### src/sv/dqs_pkg.sv
package dqs_pkg;

    // Request codes carried on req_type.
    typedef enum logic [3:0] {
        REQ_PUSH_BACK  = 4'd0,
        REQ_PUSH_FRONT = 4'd1,
        REQ_POP_BACK   = 4'd2,
        REQ_POP_FRONT  = 4'd3,
        REQ_READ       = 4'd4,
        REQ_FILL       = 4'd5,
        REQ_ERASE      = 4'd6,
        REQ_CLEAR      = 4'd7,
        REQ_RESIZE     = 4'd8
    } req_code_t;

    // Status codes returned with every result beat.
    localparam logic [1:0] STAT_OK     = 2'd0;
    localparam logic [1:0] STAT_EMPTY  = 2'd1;
    localparam logic [1:0] STAT_FULL   = 2'd2;
    localparam logic [1:0] STAT_BADPOS = 2'd3;

    // Broadcast controls from the sequencer to every cell of the row.
    typedef struct packed {
        logic shift_in;   // open a gap at pos: cells above pos take their left neighbor
        logic shift_out;  // close a gap at pos: cells at and above pos take their right neighbor
        logic load_tap;   // cell at pos copies its word into its tap, others clear
        logic tap_shift;  // taps move one cell toward the front
    } cell_ctrl_t;

endpackage

### src/sv/dqs_ctrl.sv
module dqs_ctrl #(
    parameter int DEPTH      = 256,
    parameter int DATA_WIDTH = 32,
    parameter int CW         = 9
) (
    input  logic                  clk,
    input  logic                  rst_n,
    input  logic                  in_valid,
    output logic                  in_stall,
    input  logic [3:0]            req_type,
    input  logic [CW-1:0]         place,
    input  logic [CW-1:0]         place_end,
    input  logic [CW-1:0]         amount,
    input  logic [DATA_WIDTH-1:0] item_value,
    output logic                  out_valid,
    input  logic                  out_stall,
    output logic [DATA_WIDTH-1:0] read_word,
    output logic [CW-1:0]         occupancy,
    output logic [1:0]            status,
    input  logic [DATA_WIDTH-1:0] tap_head,
    output dqs_pkg::cell_ctrl_t   cell_ctrl,
    output logic [CW-1:0]         cell_pos,
    output logic [DATA_WIDTH-1:0] cell_value
);

    typedef enum logic [5:0] {
        S_IDLE    = 6'b000001,
        S_INS     = 6'b000010,
        S_DEL     = 6'b000100,
        S_RDLOAD  = 6'b001000,
        S_RDSHIFT = 6'b010000,
        S_FIN     = 6'b100000
    } state_t;

    localparam logic [CW-1:0] DEPTH_C  = CW'(DEPTH);
    localparam logic [CW:0]   DEPTH_CX = (CW+1)'(DEPTH);

    state_t                state_reg, state_next;
    logic [CW-1:0]         count_reg, count_next;
    logic [CW-1:0]         pos_reg, pos_next;
    logic [CW-1:0]         steps_reg, steps_next;
    logic [DATA_WIDTH-1:0] value_reg, value_next;
    logic [1:0]            stat_reg, stat_next;
    logic                  rd_reg, rd_next;
    logic [DATA_WIDTH-1:0] word_reg;
    logic [CW-1:0]         occ_reg;
    logic [1:0]            ostat_reg;
    logic                  ovalid_reg;

    logic                  accept;
    logic                  steps_zero;
    logic                  out_free;
    logic                  fin_load;
    logic                  is_full;
    logic                  is_empty;
    logic                  fill_over;
    logic [CW-1:0]         er_start;
    logic [CW-1:0]         er_end;

    assign accept     = in_valid && (state_reg == S_IDLE);
    assign in_stall   = (state_reg != S_IDLE);
    assign steps_zero = (steps_reg == '0);
    assign out_free   = !ovalid_reg || !out_stall;
    assign fin_load   = (state_reg == S_FIN) && out_free;

    assign is_full   = (count_reg == DEPTH_C);
    assign is_empty  = (count_reg == '0);
    assign fill_over = (({1'b0, count_reg} + {1'b0, amount}) > DEPTH_CX);
    assign er_start  = (place < count_reg) ? place : count_reg;
    assign er_end    = (place_end < count_reg) ? place_end : count_reg;

    always_comb
    begin
        state_next = state_reg;
        count_next = count_reg;
        pos_next   = pos_reg;
        steps_next = steps_reg;
        value_next = value_reg;
        stat_next  = stat_reg;
        rd_next    = rd_reg;

        unique case (state_reg)
            S_IDLE:
            begin
                if (accept)
                begin
                    state_next = S_FIN;
                    pos_next   = place;
                    steps_next = '0;
                    value_next = item_value;
                    stat_next  = dqs_pkg::STAT_OK;
                    rd_next    = 1'b0;
                    case (req_type)
                        dqs_pkg::REQ_PUSH_BACK:
                        begin
                            if (is_full)
                            begin
                                stat_next = dqs_pkg::STAT_FULL;
                            end
                            else
                            begin
                                state_next = S_INS;
                                pos_next   = count_reg;
                                steps_next = CW'(1);
                            end
                        end
                        dqs_pkg::REQ_PUSH_FRONT:
                        begin
                            if (is_full)
                            begin
                                stat_next = dqs_pkg::STAT_FULL;
                            end
                            else
                            begin
                                state_next = S_INS;
                                pos_next   = '0;
                                steps_next = CW'(1);
                            end
                        end
                        dqs_pkg::REQ_POP_BACK:
                        begin
                            if (is_empty)
                            begin
                                stat_next = dqs_pkg::STAT_EMPTY;
                            end
                            else
                            begin
                                state_next = S_DEL;
                                pos_next   = count_reg - CW'(1);
                                steps_next = CW'(1);
                            end
                        end
                        dqs_pkg::REQ_POP_FRONT:
                        begin
                            if (is_empty)
                            begin
                                stat_next = dqs_pkg::STAT_EMPTY;
                            end
                            else
                            begin
                                state_next = S_DEL;
                                pos_next   = '0;
                                steps_next = CW'(1);
                            end
                        end
                        dqs_pkg::REQ_READ:
                        begin
                            if (place >= count_reg)
                            begin
                                stat_next = dqs_pkg::STAT_BADPOS;
                            end
                            else
                            begin
                                state_next = S_RDLOAD;
                                steps_next = place;
                                rd_next    = 1'b1;
                            end
                        end
                        dqs_pkg::REQ_FILL:
                        begin
                            if (place > count_reg)
                            begin
                                stat_next = dqs_pkg::STAT_BADPOS;
                            end
                            else if (fill_over)
                            begin
                                stat_next = dqs_pkg::STAT_FULL;
                            end
                            else
                            begin
                                state_next = S_INS;
                                steps_next = amount;
                            end
                        end
                        dqs_pkg::REQ_ERASE:
                        begin
                            if (place > place_end)
                            begin
                                stat_next = dqs_pkg::STAT_BADPOS;
                            end
                            else
                            begin
                                state_next = S_DEL;
                                pos_next   = er_start;
                                steps_next = er_end - er_start;
                            end
                        end
                        dqs_pkg::REQ_CLEAR:
                        begin
                            count_next = '0;
                        end
                        dqs_pkg::REQ_RESIZE:
                        begin
                            if (amount > DEPTH_C)
                            begin
                                stat_next = dqs_pkg::STAT_FULL;
                            end
                            else if (amount <= count_reg)
                            begin
                                count_next = amount;
                            end
                            else
                            begin
                                state_next = S_INS;
                                pos_next   = count_reg;
                                steps_next = amount - count_reg;
                            end
                        end
                        default:
                        begin
                            stat_next = dqs_pkg::STAT_OK;
                        end
                    endcase
                end
            end
            S_INS:
            begin
                if (steps_zero)
                begin
                    state_next = S_FIN;
                end
                else
                begin
                    steps_next = steps_reg - CW'(1);
                    count_next = count_reg + CW'(1);
                end
            end
            S_DEL:
            begin
                if (steps_zero)
                begin
                    state_next = S_FIN;
                end
                else
                begin
                    steps_next = steps_reg - CW'(1);
                    count_next = count_reg - CW'(1);
                end
            end
            S_RDLOAD:
            begin
                state_next = S_RDSHIFT;
            end
            S_RDSHIFT:
            begin
                if (steps_zero)
                begin
                    state_next = S_FIN;
                end
                else
                begin
                    steps_next = steps_reg - CW'(1);
                end
            end
            S_FIN:
            begin
                if (out_free)
                begin
                    state_next = S_IDLE;
                end
            end
            default:
            begin
                state_next = S_IDLE;
            end
        endcase
    end

    always_ff @(posedge clk or negedge rst_n)
    begin
        if (!rst_n)
        begin
            state_reg  <= S_IDLE;
            count_reg  <= '0;
            ovalid_reg <= 1'b0;
        end
        else
        begin
            state_reg <= state_next;
            count_reg <= count_next;
            if (fin_load)
            begin
                ovalid_reg <= 1'b1;
            end
            else if (ovalid_reg && !out_stall)
            begin
                ovalid_reg <= 1'b0;
            end
        end
    end

    always_ff @(posedge clk)
    begin
        pos_reg   <= pos_next;
        steps_reg <= steps_next;
        value_reg <= value_next;
        stat_reg  <= stat_next;
        rd_reg    <= rd_next;
        if (fin_load)
        begin
            word_reg  <= rd_reg ? tap_head : '0;
            occ_reg   <= count_reg;
            ostat_reg <= stat_reg;
        end
    end

    assign cell_ctrl.shift_in  = (state_reg == S_INS) && !steps_zero;
    assign cell_ctrl.shift_out = (state_reg == S_DEL) && !steps_zero;
    assign cell_ctrl.load_tap  = (state_reg == S_RDLOAD);
    assign cell_ctrl.tap_shift = (state_reg == S_RDSHIFT) && !steps_zero;
    assign cell_pos            = pos_reg;
    assign cell_value          = value_reg;

    assign out_valid = ovalid_reg;
    assign read_word = word_reg;
    assign occupancy = occ_reg;
    assign status    = ostat_reg;

endmodule

### config.mk
export PLATFORM = sky130hd
export DESIGN_NAME = dqs_ctrl
export DESIGN_NICKNAME = d
export VERILOG_FILES = /design/src/sv/dqs_pkg.sv /design/src/sv/dqs_ctrl.sv
export SDC_FILE = /design/constraint.sdc
export NUM_CORES = 1
export LEC_CHECK = 0
export BUFFER_PORTS_ARGS = -buffer_cell sky130_fd_sc_hd__buf_2
export CAP_MARGIN = 20
export CORE_ASPECT_RATIO = 0.6
export CORE_MARGIN = 1.5
export CORE_UTILIZATION = 50
export CTS_BUF_LIST = sky130_fd_sc_hd__clkbuf_4
export CTS_CLUSTER_DIAMETER = 150
export CTS_CLUSTER_SIZE = 28
export DETAILED_ROUTE_END_ITERATION = 6
export PLACE_DENSITY = 0.76
export SKIP_LAST_GASP = 1
export SYNTH_ARGS = -nofsm -noshare
export SYNTH_HDL_FRONTEND = slang
export SYNTH_SLANG_ARGS = --single-unit
### constraint.sdc
create_clock -name clk -period 7.45 [get_ports clk]
set_input_delay 1.49 -clock clk [delete_from_list [all_inputs] [get_ports clk]]
set_output_delay 1.49 -clock clk [all_outputs]
set_load 0.1 [all_outputs]
==> results.sh <==
export IMPL_status="finished, final reports clean"
export IMPL_drt_pass1_iter_count=6
export IMPL_synth_area_leaders="edfxtp_1 39%, ha_1 9.4%, dfrtp_1 5.1%"
export IMPL_switching_share_pct=55.00
export IMPL_pwr_share_seq_pct=30.5
export IMPL_startpoint_type="input port"
export IMPL_hp_start="stat_reg[1]"
export IMPL_ctsHoldBuffers=0
export IMPL_tns_ps=0
export IMPL_ant_nets=0
export IMPL_die_w_um=159.0
export IMPL_io_pins=189
export IMPL_vias_per_cell=5.899
export IMPL_clkSinkCount=112
export IMPL_leakage_nw=3.645
export IMPL_reg2reg_from="count_reg[1]"
export IMPL_setup_viol=0
export IMPL_cp_buffers_inverters=2
export IMPL_num_rows=33
export IMPL_hpwl_um=16790
export IMPL_yosysTopAreaCell="edfxtp_1"
export IMPL_p_int_mw=1.528
export IMPL_port_buffer_count=188
export IMPL_area_delta_synth_final_pct=16.62
export IMPL_whs_endpoint="status[1]"
export IMPL_clockBufferDepth=2
export IMPL_r2r_cells=17
export IMPL_worstPathArrival_ps=5470
export IMPL_synth_seq_cells=112
export IMPL_dp_cells=1067
export IMPL_cts_buffers=9
export IMPL_cp_depth=17
export IMPL_min_path_cells=0
export IMPL_drv_cap=0
export IMPL_clk_pin_slew_ps=190
export IMPL_p_per_area_nw_per_um2=398.7
export IMPL_netlist_cell_type_count=83
export IMPL_end_kind="flip-flop"
export IMPL_cts_resized=0
export IMPL_hp_class="flip-flop to flip-flop"
export IMPL_antenna_found_initial=1
export IMPL_clk_latency_ps=460
export IMPL_required_ps=7680
export IMPL_worstSetupPathType="input port to flip-flop"
export IMPL_drive_gt1_share_pct=26.49
export IMPL_syn_cell_area_sq_um=7302
export IMPL_drv_slew=0
export IMPL_die_h_um=96.61
export IMPL_rsz0062_at_grt="no"
export IMPL_tightest_slew_ps=1108
export IMPL_stdcell_count=1084
export IMPL_drcViolationCount=0
export IMPL_fmax_ghz=0.1906
export IMPL_initial_utilization_pct=52.32
export IMPL_fin_hold_ws_ps=459.0
export IMPL_num_nets_final=1043
export IMPL_yosys_warnings=0
export IMPL_core_area_sq_um=13960
export IMPL_first_global_vias=5950
export IMPL_slowest_delay_ps=510
export IMPL_synth_edf_count=96
export IMPL_rrSetupSlack_ps=2210
export IMPL_yosys_most_used_dff="edfxtp_1"
export IMPL_netlist_instances=712
export IMPL_cts_tree="yes"
export IMPL_slowest_stage="a21oi_1"
export IMPL_cp_top_family="compound AO/OA/AOI/OAI gates"
export IMPL_ys_seq_area_share_pct=44.98
export IMPL_synth_top_area_share_pct=39.48
export IMPL_crit_fanout=10
export IMPL_hold_viol=0
export IMPL_path_cells="buf_2 > ha_1 > a2111oi_0 > o31ai_1 > a21oi_1 > buf_4 > mux2i_1 > ha_1 > fa_1 > nor2b_1 > o21ai_0 > a21oi_1 > o21a_1 > o41a_1 > and4_1 > o21ai_0 > a31oi_1"
export IMPL_ir_worst_vdd_mv=0.2212
export IMPL_fin_crit_sh_pct=70.44
export IMPL_fin_worst_skew_ps=31.62
export IMPL_root_buffer="clkbuf_4"
export IMPL_grt_pass1_wl_um=32970
export IMPL_grt_overflow=0
export IMPL_timing_rr_end="steps_reg[8]"
export IMPL_drt_iter0_drc=831
export IMPL_synth_nets=869
export IMPL_post_cts_buffers=0
export IMPL_grt_usage_pct=27.59
export IMPL_synthArstFlopShare_pct=14.29
export IMPL_grt_max_degree=45
export IMPL_vias=6395
export IMPL_power_frac_comb_pct=60.9
export IMPL_final_min_clock_period_ps=5247
export IMPL_gp_congestion=1.015
export IMPL_dieArea_sq_um=15360
export IMPL_avgSynthCellArea_sq_um=10.26
export IMPL_drt_wl_total_um=21300
export IMPL_p_switching_mw=1.867
export IMPL_htreeDepth=3
export IMPL_clockPowerShare_pct=8.6
export IMPL_nFillCells=1242
export IMPL_slew_headroom_pct=26.11
export IMPL_wire_per_inst_um=19.65
==> metrics by stage <==
stage	area (sq um)	util, %	worst slack (ps)	power (mW)
2_1_floorplan	7302	-	2243	2.616
3_3_place_gp	8373	60.00	1965	3.032
3_5_place_dp	8373	60.00	1747	3.060
4_1_cts	8513	61.00	2270	3.352
5_1_grt	8516	61.02	1866	3.579
6_report	8516	61.02	2203	3.395
==> synth_stat cells, types with 9 or more instances <==
library cell	number
edfxtp_1	96
nand2_1	59
ha_1	55
a21oi_1	46
nor2_1	46
o21ai_0	45
inv_1	40
and2_1	33
clkbuf_1	19
dfrtp_1	15
nor3_1	15
a221o_1	14
a21o_1	13
a211oi_1	11
nor2b_1	11
xnor2_1	11
and3_1	10
nand3_1	9
nand3b_1	9
xor2_1	9
==> final cells by class <==
type                       count  area (sq um)  area share, %
antenna                        1         2.502        0.02939
clock buffer                   9         67.56         0.7934
clock inverter                 7         72.57         0.8522
inverter                      40         150.1          1.763
multi-input combinational    528          3705          43.51
sequential                   112          3284          38.57
tap                          192         240.2          2.821
timing repair buffer         195         993.5          11.67
==> layout by cell type (no fill, tap or decap), types with 6 or more instances in the layout <==
master    instances
nor2_1           46
and2_1           33
dfrtp_1          15
xor2_1            9
a211oi_1         11
edfxtp_1         96
nand2_1          59
and3_1           10
nand3b_1          9
o21a_1            6
nand3_1           9
ha_1             55
o221ai_1          8
xnor2_1          11
inv_1            40
nor2b_1          11
clkbuf_4          9
a21o_1           13
a22oi_1           8
a31oi_1           6
a21oi_1          45
buf_4             7
nor3_1           15
a221o_1          14
o21ai_0          45
buf_2           188
nand2b_1          8
==> power groups by stage <==
stage / logic [mW] / clock network, mW / registers (mW)
final: 2.07 / 0.291 / 1.04
after CTS: 2.03 / 0.299 / 1.02
after global routing: 2.21 / 0.320 / 1.05
after floorplan: 1.04 / 0 / 1.58
after detailed placement: 2.02 / 0 / 1.04
after global placement: 2.00 / 0 / 1.03
==> per-layer routing <==
metal / track usage, % / wire, um / vias up
met2: 38.46 / 8648 / 409
met3: 8.919 / 2644 / 37
met1: 41.01 / 9691 / 2929
met5: 0 / 0 / -
met4: 6.894 / 317 / 0
li1: - / - / 3020
==> how the worst max path moves through the flow <==
stage | from | to | slack, ps
after detailed placement | place_end[1] | steps_reg[7] | 1750
after CTS | place_end[1] | steps_reg[7] | 2270
after global placement | place[1] | steps_reg[7] | 1970
after floorplan | place[1] | steps_reg[7] | 2240
after global routing | count_reg[1] | steps_reg[7] | 1870
final | place_end[1] | steps_reg[8] | 2200
==> worst reg2reg max path: stages, from the launching register on <==
cell	delay [ps]
dfrtp_1	700
inv_1	370
ha_1	370
a2111oi_0	470
o31ai_1	150
a21oi_1	510
buf_4	270
mux2i_1	230
ha_1	230
fa_1	220
nor2b_1	60
o21ai_0	230
a21oi_1	120
o21a_1	210
o41a_1	320
and4_1	200
o21ai_0	260
a31oi_1	120
==> logic make-up (layout without fill, tap and decap cells) <==
group           after synthesis  in the layout  share of synthesized area, %
other cells                   0              1                             0
fa+ha+maj                    58             58                         10.25
flops                       112            112                         44.98
mux                           4              4                        0.5826
xor+xnor                     20             20                         2.399
buf+inv                      72            251                         4.524
simple gates                244            244                         18.11
compound gates              202            202                         19.16
No activity file was read; power rests on OpenSTA's default activity.
