--- src/sv/dqs_pkg.sv ---
package dqs_pkg;

    // Request codes carried on req_type.
    typedef enum logic [3:0] {
        REQ_PUSH_BACK  = 4'd0,
        REQ_PUSH_FRONT = 4'd1,
        REQ_POP_BACK   = 4'd2,
        REQ_POP_FRONT  = 4'd3,
        REQ_READ       = 4'd4,
        REQ_FILL       = 4'd5,
        REQ_ERASE      = 4'd6,
        REQ_CLEAR      = 4'd7,
        REQ_RESIZE     = 4'd8
    } req_code_t;

    // Status codes returned with every result beat.
    localparam logic [1:0] STAT_OK     = 2'd0;
    localparam logic [1:0] STAT_EMPTY  = 2'd1;
    localparam logic [1:0] STAT_FULL   = 2'd2;
    localparam logic [1:0] STAT_BADPOS = 2'd3;

    // Broadcast controls from the sequencer to every cell of the row.
    typedef struct packed {
        logic shift_in;   // open a gap at pos: cells above pos take their left neighbor
        logic shift_out;  // close a gap at pos: cells at and above pos take their right neighbor
        logic load_tap;   // cell at pos copies its word into its tap, others clear
        logic tap_shift;  // taps move one cell toward the front
    } cell_ctrl_t;

endpackage

--- src/sv/dqs_cell.sv ---
module dqs_cell #(
    parameter int DATA_WIDTH = 32,
    parameter int PW         = 9,
    parameter int IDX        = 0
) (
    input  logic                  clk,
    input  dqs_pkg::cell_ctrl_t   ctrl,
    input  logic [PW-1:0]         pos,
    input  logic [DATA_WIDTH-1:0] value,
    input  logic [DATA_WIDTH-1:0] left_data,
    input  logic [DATA_WIDTH-1:0] right_data,
    input  logic [DATA_WIDTH-1:0] right_tap,
    output logic [DATA_WIDTH-1:0] data,
    output logic [DATA_WIDTH-1:0] tap
);

    localparam logic [PW-1:0] MY_IDX = PW'(IDX);

    logic [DATA_WIDTH-1:0] data_reg;
    logic [DATA_WIDTH-1:0] tap_reg;
    logic                  is_at;
    logic                  is_after;

    assign is_at    = (pos == MY_IDX);
    assign is_after = (pos < MY_IDX);

    // Element word: no reset, entries above the occupancy hold don't-care data.
    always_ff @(posedge clk)
    begin
        if (ctrl.shift_in)
        begin
            if (is_after)
            begin
                data_reg <= left_data;
            end
            else if (is_at)
            begin
                data_reg <= value;
            end
        end
        else if (ctrl.shift_out)
        begin
            if (is_at || is_after)
            begin
                data_reg <= right_data;
            end
        end
    end

    // Read tap: load the selected word, then walk it toward cell zero.
    always_ff @(posedge clk)
    begin
        if (ctrl.load_tap)
        begin
            tap_reg <= is_at ? data_reg : '0;
        end
        else if (ctrl.tap_shift)
        begin
            tap_reg <= right_tap;
        end
    end

    assign data = data_reg;
    assign tap  = tap_reg;

endmodule

--- config.mk ---
export PLATFORM = sky130hd
export DESIGN_NAME = dqs_cell
export DESIGN_NICKNAME = d
export VERILOG_FILES = /design/src/sv/dqs_pkg.sv /design/src/sv/dqs_cell.sv
export SDC_FILE = /design/constraint.sdc
export NUM_CORES = 1
export LEC_CHECK = 0
export ABC_AREA = 1
export BUFFER_PORTS_ARGS = -buffer_cell sky130_fd_sc_hd__buf_2
export CORE_MARGIN = 2
export CORE_UTILIZATION = 44
export CTS_BUF_LIST = sky130_fd_sc_hd__clkbuf_8
export DETAILED_ROUTE_END_ITERATION = 8
export GPL_TIMING_DRIVEN = 0
export MAX_ROUTING_LAYER = met4
export PLACE_DENSITY_LB_ADDON = 0.25
export SYNTH_ARGS = -nofsm -noshare
export SYNTH_HDL_FRONTEND = slang
export SYNTH_SLANG_ARGS = --single-unit
--- constraint.sdc ---
create_clock -name clk -period 3.7 [get_ports clk]
set_input_delay 0.37 -clock clk [delete_from_list [all_inputs] [get_ports clk]]
set_output_delay 0.37 -clock clk [all_outputs]
set_load 0.005 [all_outputs]
==> impl_metrics.ini, run 1 <==
[power]
cellLeakagePower_nw = 2.26
irDropWorstVdd_uv = 196
power.density_nw_per_um2 = 367

[timing]
relSlewSlack_pct = 41.9
setup_viol = 0
fmax_ghz = 0.536
fin_hold_ws_ns = 0.313
grt_setup_unrepaired = false
fin_crit_sh_pct = 50.4
min_period_ns = 1.87
slew_viol_final = 0
tns_ns = 0
skew_ns = 0.00734
finalHoldViolations = 0
worst_slew_pin_slew_ns = 0.870

[min_path]
hp-start = right_tap[15]
hold_class = in -> reg

[floorplanning]
start_util_pct = 45.8
fp-row-count = 30
core_area_um2 = 6870
die_area_um2 = 7840
die_x_um = 88.5
die_h_um = 88.5
io_pins = 206

[synth]
synth_seq_cells = 64
syn_inst = 284
yosysWarnings = 0
ys_types = 17
yosysSeqAreaShare_pct = 61.1
synth.avg_cell_area_um2 = 11.1
syn_area_um2 = 3140
synth_fp_nets = 426

[setup_path]
ff2ff_setup_slack_ns = 2.77
path_max_fanout = 32
criticalPathCategory = in -> reg
crit_start = pos[7]
cp-start-kind = input port
r2r-start = data[3]
worst_setup_path_end_kind = flop
cp.required_ns = 3.65
crit_arrival_ns = 1.81

[placed_design]
numPortBuffers = 171
place.gp.congestion = 0.878
hpwlAfterDp_um = 5980

[final_layout]
layout_common_cells = 178 x buf_2, 97 x nand2_1, 64 x edfxtp_1
final_common_cell = buf_2
nFillCells = 609
drive_above_1_share_pct = 50.7
diodes = 0
syn_to_final_growth_pct = 37.0
finalNetCount = 608

[route]
drt.antenna.violating_nets = 0
drc = 0
avgRoutedWirePerCell_um = 13.0
drtIter0Drc = 125
first_pass_iters = 4
wl_um = 7370
vias = 2508
via_per_inst = 4.42

[clock_tree]
cts_buffers = 9
hold_buffers = 0
ctsResizeCount = 0
postCtsSetupBuffers = 0
cts.sinks = 64
clk_pin_slew_worst_paths_ns = 0.07
htree_levels = 3
root_buffer = clkbuf_8
cts_tree = yes
cts_buffer_depth = 2
worstSkewPairLatency_ns = 0.33

[run_status]
status = completed

[grt]
grt_max_degree = 33
grt_usage_pct = 20.1
antenna_found_initial = 0
gr-total-overflow = 0
grt_pass1_vias = 2404
grt_pass1_wl_um = 11300

[job]
cap_viol_max_count = 0
-- where the power goes --
group | switching, mW | leakage (nW) | internal, mW
combinational | 0.0836 | 1.52 | 0.105
sequential | 0.00695 | 0.626 | 0.837
clock | 0.246 | 0.107 | 0.300
total | 0.336 | 2.26 | 1.24
-- synthesized netlist by cell type (all sizes together) --
master	number	area, um^2
nand2	98	370
edfxtp	64	1920
inv	33	124
mux2	32	360
nand3	32	165
buf	16	133
nor2	5	35.0
or2	2	15.0
clkbuf	1	3.75
nor3	1	16.3
-- cell type report --
| class | count | area (um^2) | area share, % |
|---|---|---|---|
| well taps | 96 | 120 | 2.79 |
| clock inverters | 7 | 56.3 | 1.31 |
| repair buffers | 171 | 856 | 19.9 |
| clock buffers | 9 | 124 | 2.88 |
| plain buffers | 17 | 136 | 3.17 |
| flip-flops and latches | 64 | 1920 | 44.6 |
| inverters | 33 | 124 | 2.88 |
| multi-input cells | 170 | 970 | 22.5 |
-- routing by layer --
layer / routed length [um] / global-route usage, % / vias to the layer above / share of wire, %
met5: 0 / - / - / 0
met4: 140 / 9.37 / 0 / 1.9
met3: 444 / 3.82 / 12 / 6.0
met2: 3710 / 31.2 / 109 / 50
met1: 3080 / 25.5 / 1087 / 42
li1: - / - / 1300 / -
-- cells by family (layout without fill, tap and decap cells) --
logic type,Yosys count,after routing,share of synthesized area [%]
buf+inv,50,237,8.28
mux,32,32,11.5
simple gates,138,138,19.1
flops,64,64,61.1
-- final timing paths --
check | end | depth (start not counted)
max | data[6] | 5
min | tap[15] | 3
max reg2reg | tap[3] | 4
min reg2reg | tap[16] | 4
-- per-stage QoR --
step	power [mW]	worst slack (ns)	instance area [um^2]	utilization, %	std cells
after detailed placement	1.05	1.47	4130	60.1	551
after CTS	1.59	1.82	4310	62.7	567
final	1.58	1.83	4310	62.7	567
after floorplan	0.950	1.02	3140	-	284
after global routing	1.65	1.73	4310	62.7	567
after global placement	1.05	0.320	4120	60.0	551
-- critical path, cell delays in order --
cell	delay, ns
buf_2	0.11
nor3_4	0.36
buf_6	0.19
nand2_1	0.10
nor2_4	0.67
No activity file was read; power rests on OpenSTA's default activity.
==> run 2, diff against run 1 <==
- ABC_AREA: 1 -> 0
- CORE_UTILIZATION: 44 -> 42
- clock period: 3.7 -> 1.8 ns (I/O delays scaled with it)
==> impl_metrics.ini, run 2 <==
[placed_design]
dpl-instance-area_um2 = 3910
dp_cells = 434
preCtsSetupSlack_ns = -0.339
hpwlAfterDp_um = 5370
place.gp.congestion = 0.772
numPortBuffers = 171

[timing]
slew_viol_final = 0
setup_viol = 0
min_period_ns = 1.53
worst_slew_pin_slew_ns = 0.569
grt_setup_unrepaired = false
relSlewSlack_pct = 62.1
fmax_ghz = 0.652
fin_ws_ns = 0.265
fin_crit_sh_pct = 85.3
tns_ns = 0
skew_ns = 0.00504
finalHoldViolations = 0
fin_hold_ws_ns = 0.149

[final_layout]
drive_above_1_share_pct = 61.6
diodes = 0
syn_to_final_growth_pct = 40.2
finalNetCount = 507
layout_common_cells = 171 x buf_2, 64 x edfxtp_1, 32 x mux2_2, 32 x nor2b_1, 30 x a31o_1
stdcell_count = 450
final_common_cell = buf_2
utilization_pct = 60.2
design_area_um2 = 4070

[job]
cap_viol_max_count = 0

[grt]
grt_pass1_wl_um = 10600
grt_usage_pct = 19.2
grt_max_degree = 33
grt_pass1_vias = 2198
gr-total-overflow = 0
antenna_found_initial = 0

[synth]
synth_seq_cells = 64
synth_edf_count = 64
yosysMostFrequentCell = edfxtp_1
synth_commonest_cells = 64 x edfxtp_1, 32 x mux2_2, 32 x nor2b_1
postSynth.asyncResetShare_pct = 0
ys_types = 14
syn_inst = 181
yosysSeqAreaShare_pct = 66.3
synth_top_area_share_pct = 66.3
synth_fp_nets = 323
synth_ff_type = edfxtp_1
synth_mux_area_share_pct = 12.4
synth_adder_area_share_pct = 0
synth_top_family_by_area = multiplexers
synth_top_area_cell = edfxtp_1
syn_area_um2 = 2900
yosysWarnings = 0
synth_compound_area_share_pct = 9.84
synth.avg_cell_area_um2 = 16.0
synthXorXnorAreaFrac_pct = 0
synthSimpleGateAreaFrac_pct = 8.89
netlist_top_cells_area = edfxtp_1 66%, mux2_2 12%, a31o_1 9.1%

[setup_path]
crit_arrival_ns = 1.50
crit_chain = clkbuf_1 -> clkbuf_1 -> or2_4
worst_setup_path_end_kind = flop
criticalPathCategory = in -> reg
cp-start-kind = input port
cp.required_ns = 1.77
crit_top_cell = clkbuf_1
max_stage_delay_ns = 0.50
crit_slowest_cell = or2_4
path_max_fanout = 32

[clock_tree]
cts.sinks = 64
clk_pin_slew_worst_paths_ns = 0.07
root_buffer = clkbuf_8
worstSkewPairLatency_ns = 0.33
cts_buffer_depth = 2
hold_buffers = 0
cts_tree = yes
htree_levels = 3
cts_buffers = 9

[route]
via_per_inst = 4.96
drtIter0Drc = 85
avgRoutedWirePerCell_um = 15.7
vias = 2232
first_pass_iters = 6
drt.antenna.violating_nets = 0
drc = 0
wl_um = 7060

[floorplanning]
die_x_um = 87.1
die_h_um = 87.1
die_area_um2 = 7590
fp-row-count = 30
start_util_pct = 42.9
core_area_um2 = 6760
io_pins = 206

[power]
total_power_mw = 3.11
cellLeakagePower_nw = 1.75
irDropWorstVdd_uv = 584
power.density_nw_per_um2 = 764

[min_path]
hold_class = in -> reg

[run_status]
status = completed
run 2: power breakdown:
group	switching [mW]	internal, mW	total, mW
combinational	0.162	0.227	0.389
sequential	0.0151	1.72	1.74
clock	0.511	0.472	0.984
total	0.688	2.42	3.11
run 2: area by class of cell:
cell class,instances,area [um^2]
Timing Repair Buffer,173,882
Fill cell,538,2690
Clock inverter,7,31.3
Tap cell,80,100
Clock buffer,9,124
Multi-Input combinational cell,103,921
Sequential cell,64,1920
Buffer,14,86.3
run 2: final timing paths:
path	depth (start not counted)	slack [ns]	to	start
setup reg to reg	1	0.93	tap[20]	data[20]
hold / removal	2	0.15	data[3]	value[3]
setup / recovery	3	0.27	tap[13]	ctrl[1]
hold reg to reg	1	0.58	tap[26]	data[26]
run 2: metal layers:
metal	part of all wire, %	GRT usage [%]	vias to the layer above	wire [um]
li1	-	-	1071	-
met1	41	23.0	1044	2900
met2	50	31.0	105	3540
met3	6.8	5.31	12	482
met4	1.9	7.55	0	131
met5	0	-	-	0
run 2: logic make-up after synthesis:
family	Yosys count
multiplexers	32
buffers and inverters	14
AO/OA/AOI/OAI	33
flip-flops	64
AND/OR/NAND/NOR	38
run 2: timing repair:
| item | in CTS | in global routing |
|---|---|---|
| endpoints found under the setup margin | 0 | 32 |
| resized for setup | 0 | 1 |
| setup buffers | 0 | 0 |
run 2: critical path, delay by kind of cell:
family	cells	cell delay [ns]
and+or+nand+nor	1	0.50
buffers and inverters	2	0.80
==> run 3, diff against run 2 <==
- GPL_TIMING_DRIVEN: 0 -> unset
==> impl_metrics.ini, run 3 (same netlist as run 2, synthesis figures left out) <==
[timing]
finalHoldViolations = 0
fmax_ghz = 0.728
relSlewSlack_pct = 48.2
grt_setup_unrepaired = false
min_period_ns = 1.37
skew_ns = 0.00736
worst_slew_pin_slew_ns = 0.777
fin_crit_sh_pct = 76.3
setup_viol = 0
fin_hold_ws_ns = 0.145
tns_ns = 0
slew_viol_final = 0
fin_ws_ns = 0.426

[grt]
grt_pass1_vias = 2079
grt_usage_pct = 18.2
grt_max_degree = 65
antenna_found_initial = 0
grt_pass1_wl_um = 10000
gr-total-overflow = 0

[placed_design]
place.gp.congestion = 0.752
numPortBuffers = 173
preCtsSetupSlack_ns = 0.0645
hpwlAfterDp_um = 4890

[setup_path]
r2r-start = data[0]
cp-start-kind = input port
crit_arrival_ns = 1.40
path_max_fanout = 32
ff2ff_setup_slack_ns = 0.92
worst_setup_path_end_kind = flop
rr_worst_depth = 1
criticalPathCategory = in -> reg
reg2reg_to = tap[0]
cp.required_ns = 1.82
crit_start = pos[2]

[route]
wl_um = 6680
via_per_inst = 4.91
drt.antenna.violating_nets = 0
vias = 2167
drc = 0
avgRoutedWirePerCell_um = 15.2
drtIter0Drc = 59
first_pass_iters = 4

[floorplanning]
fp-row-count = 30
io_pins = 206
die_area_um2 = 7590
die_x_um = 87.1
start_util_pct = 42.9
die_h_um = 87.1
core_area_um2 = 6760

[clock_tree]
htree_levels = 3
clk_pin_slew_worst_paths_ns = 0.07
cts_buffers = 9
cts.sinks = 64
ctsResizeCount = 0
cts_tree = yes
worstSkewPairLatency_ns = 0.33
cts_buffer_depth = 2
postCtsSetupBuffers = 0
hold_buffers = 0
root_buffer = clkbuf_8

[final_layout]
syn_to_final_growth_pct = 38.5
final_common_cell = buf_2
layout_common_cells = 173 x buf_2, 64 x edfxtp_1, 32 x mux2_2, 32 x nor2b_1, 30 x a31o_1
diodes = 0
drive_above_1_share_pct = 64.0
finalNetCount = 499

[min_path]
hp-start = value[30]
min_to = data[30]
holdPathStages = 2
hold_class = in -> reg

[job]
cap_viol_max_count = 0

[power]
total_power_mw = 3.11
power.density_nw_per_um2 = 773
p_seq_share_pct = 56.0
cellLeakagePower_nw = 1.74
swShare_pct = 22.1
irDropWorstVdd_uv = 448
switchingPower_mw = 0.687
p_int_mw = 2.42
power_frac_comb_pct = 12.1
clkPwrFrac_pct = 31.9

[run_status]
status = completed
==> run 3: cell count changes in the layout (fill, tap and decap cells not counted), moves of 2 or more <==
cell | before | now
clkbuf_1 | 8 | 0
buf_4 | 0 | 5
buf_2 | 171 | 173
clkinv_2 | 1 | 3
buf_6 | 4 | 0
clkinv_1 | 3 | 0
==> run 3: final cells by class <==
| class | count | area (um^2) |
|---|---|---|
| Timing Repair Buffer | 179 | 923 |
| Fill cell | 577 | 2740 |
| Clock buffer | 9 | 124 |
| Sequential cell | 64 | 1920 |
| Clock inverter | 6 | 30.0 |
| Tap cell | 80 | 100 |
| Multi-Input combinational cell | 103 | 918 |
==> run 3: critical path, cell delays in order <==
cell,delay (ns)
buf_2,0.10
or4_4,0.56
nor4_4,0.29
buf_12,0.26
==> run 3: per-stage QoR <==
step	cells	area [um^2]	utilization (%)
5_1_grt	441	4020	59.5
6_report	441	4020	59.5
4_1_cts	441	4020	59.5
3_3_place_gp	426	3860	57.2
3_5_place_dp	426	3860	57.2
2_1_floorplan	181	2930	-
==> run 3: power groups by stage <==
stage | Clock, mW | Sequential (mW) | Combinational (mW)
floorplan | 0 | 1.78 | 0.164
global placement | 0 | 1.77 | 0.376
detailed placement | 0 | 1.77 | 0.381
CTS | 1.01 | 1.74 | 0.383
global route | 1.09 | 1.74 | 0.417
finish | 0.991 | 1.74 | 0.377
==> run 3: how the worst max path moves through the flow <==
stage | end | slack [ns]
6_report | data[0] | 0.43
5_1_grt | data[1] | 0.39
4_1_cts | data[1] | 0.42
3_5_place_dp | data[9] | 0.06
3_3_place_gp | data[9] | 0.1
2_1_floorplan | data[0] | -0.49
==> run 3: per-layer routing <==
layer  up-vias  routed length, um  GRT usage (%)
met2        97               3320           29.1
met3        13                397           3.89
met4         0                136           8.11
li1       1053                  -              -
met1      1004               2830           22.2
met5         -                  0              -
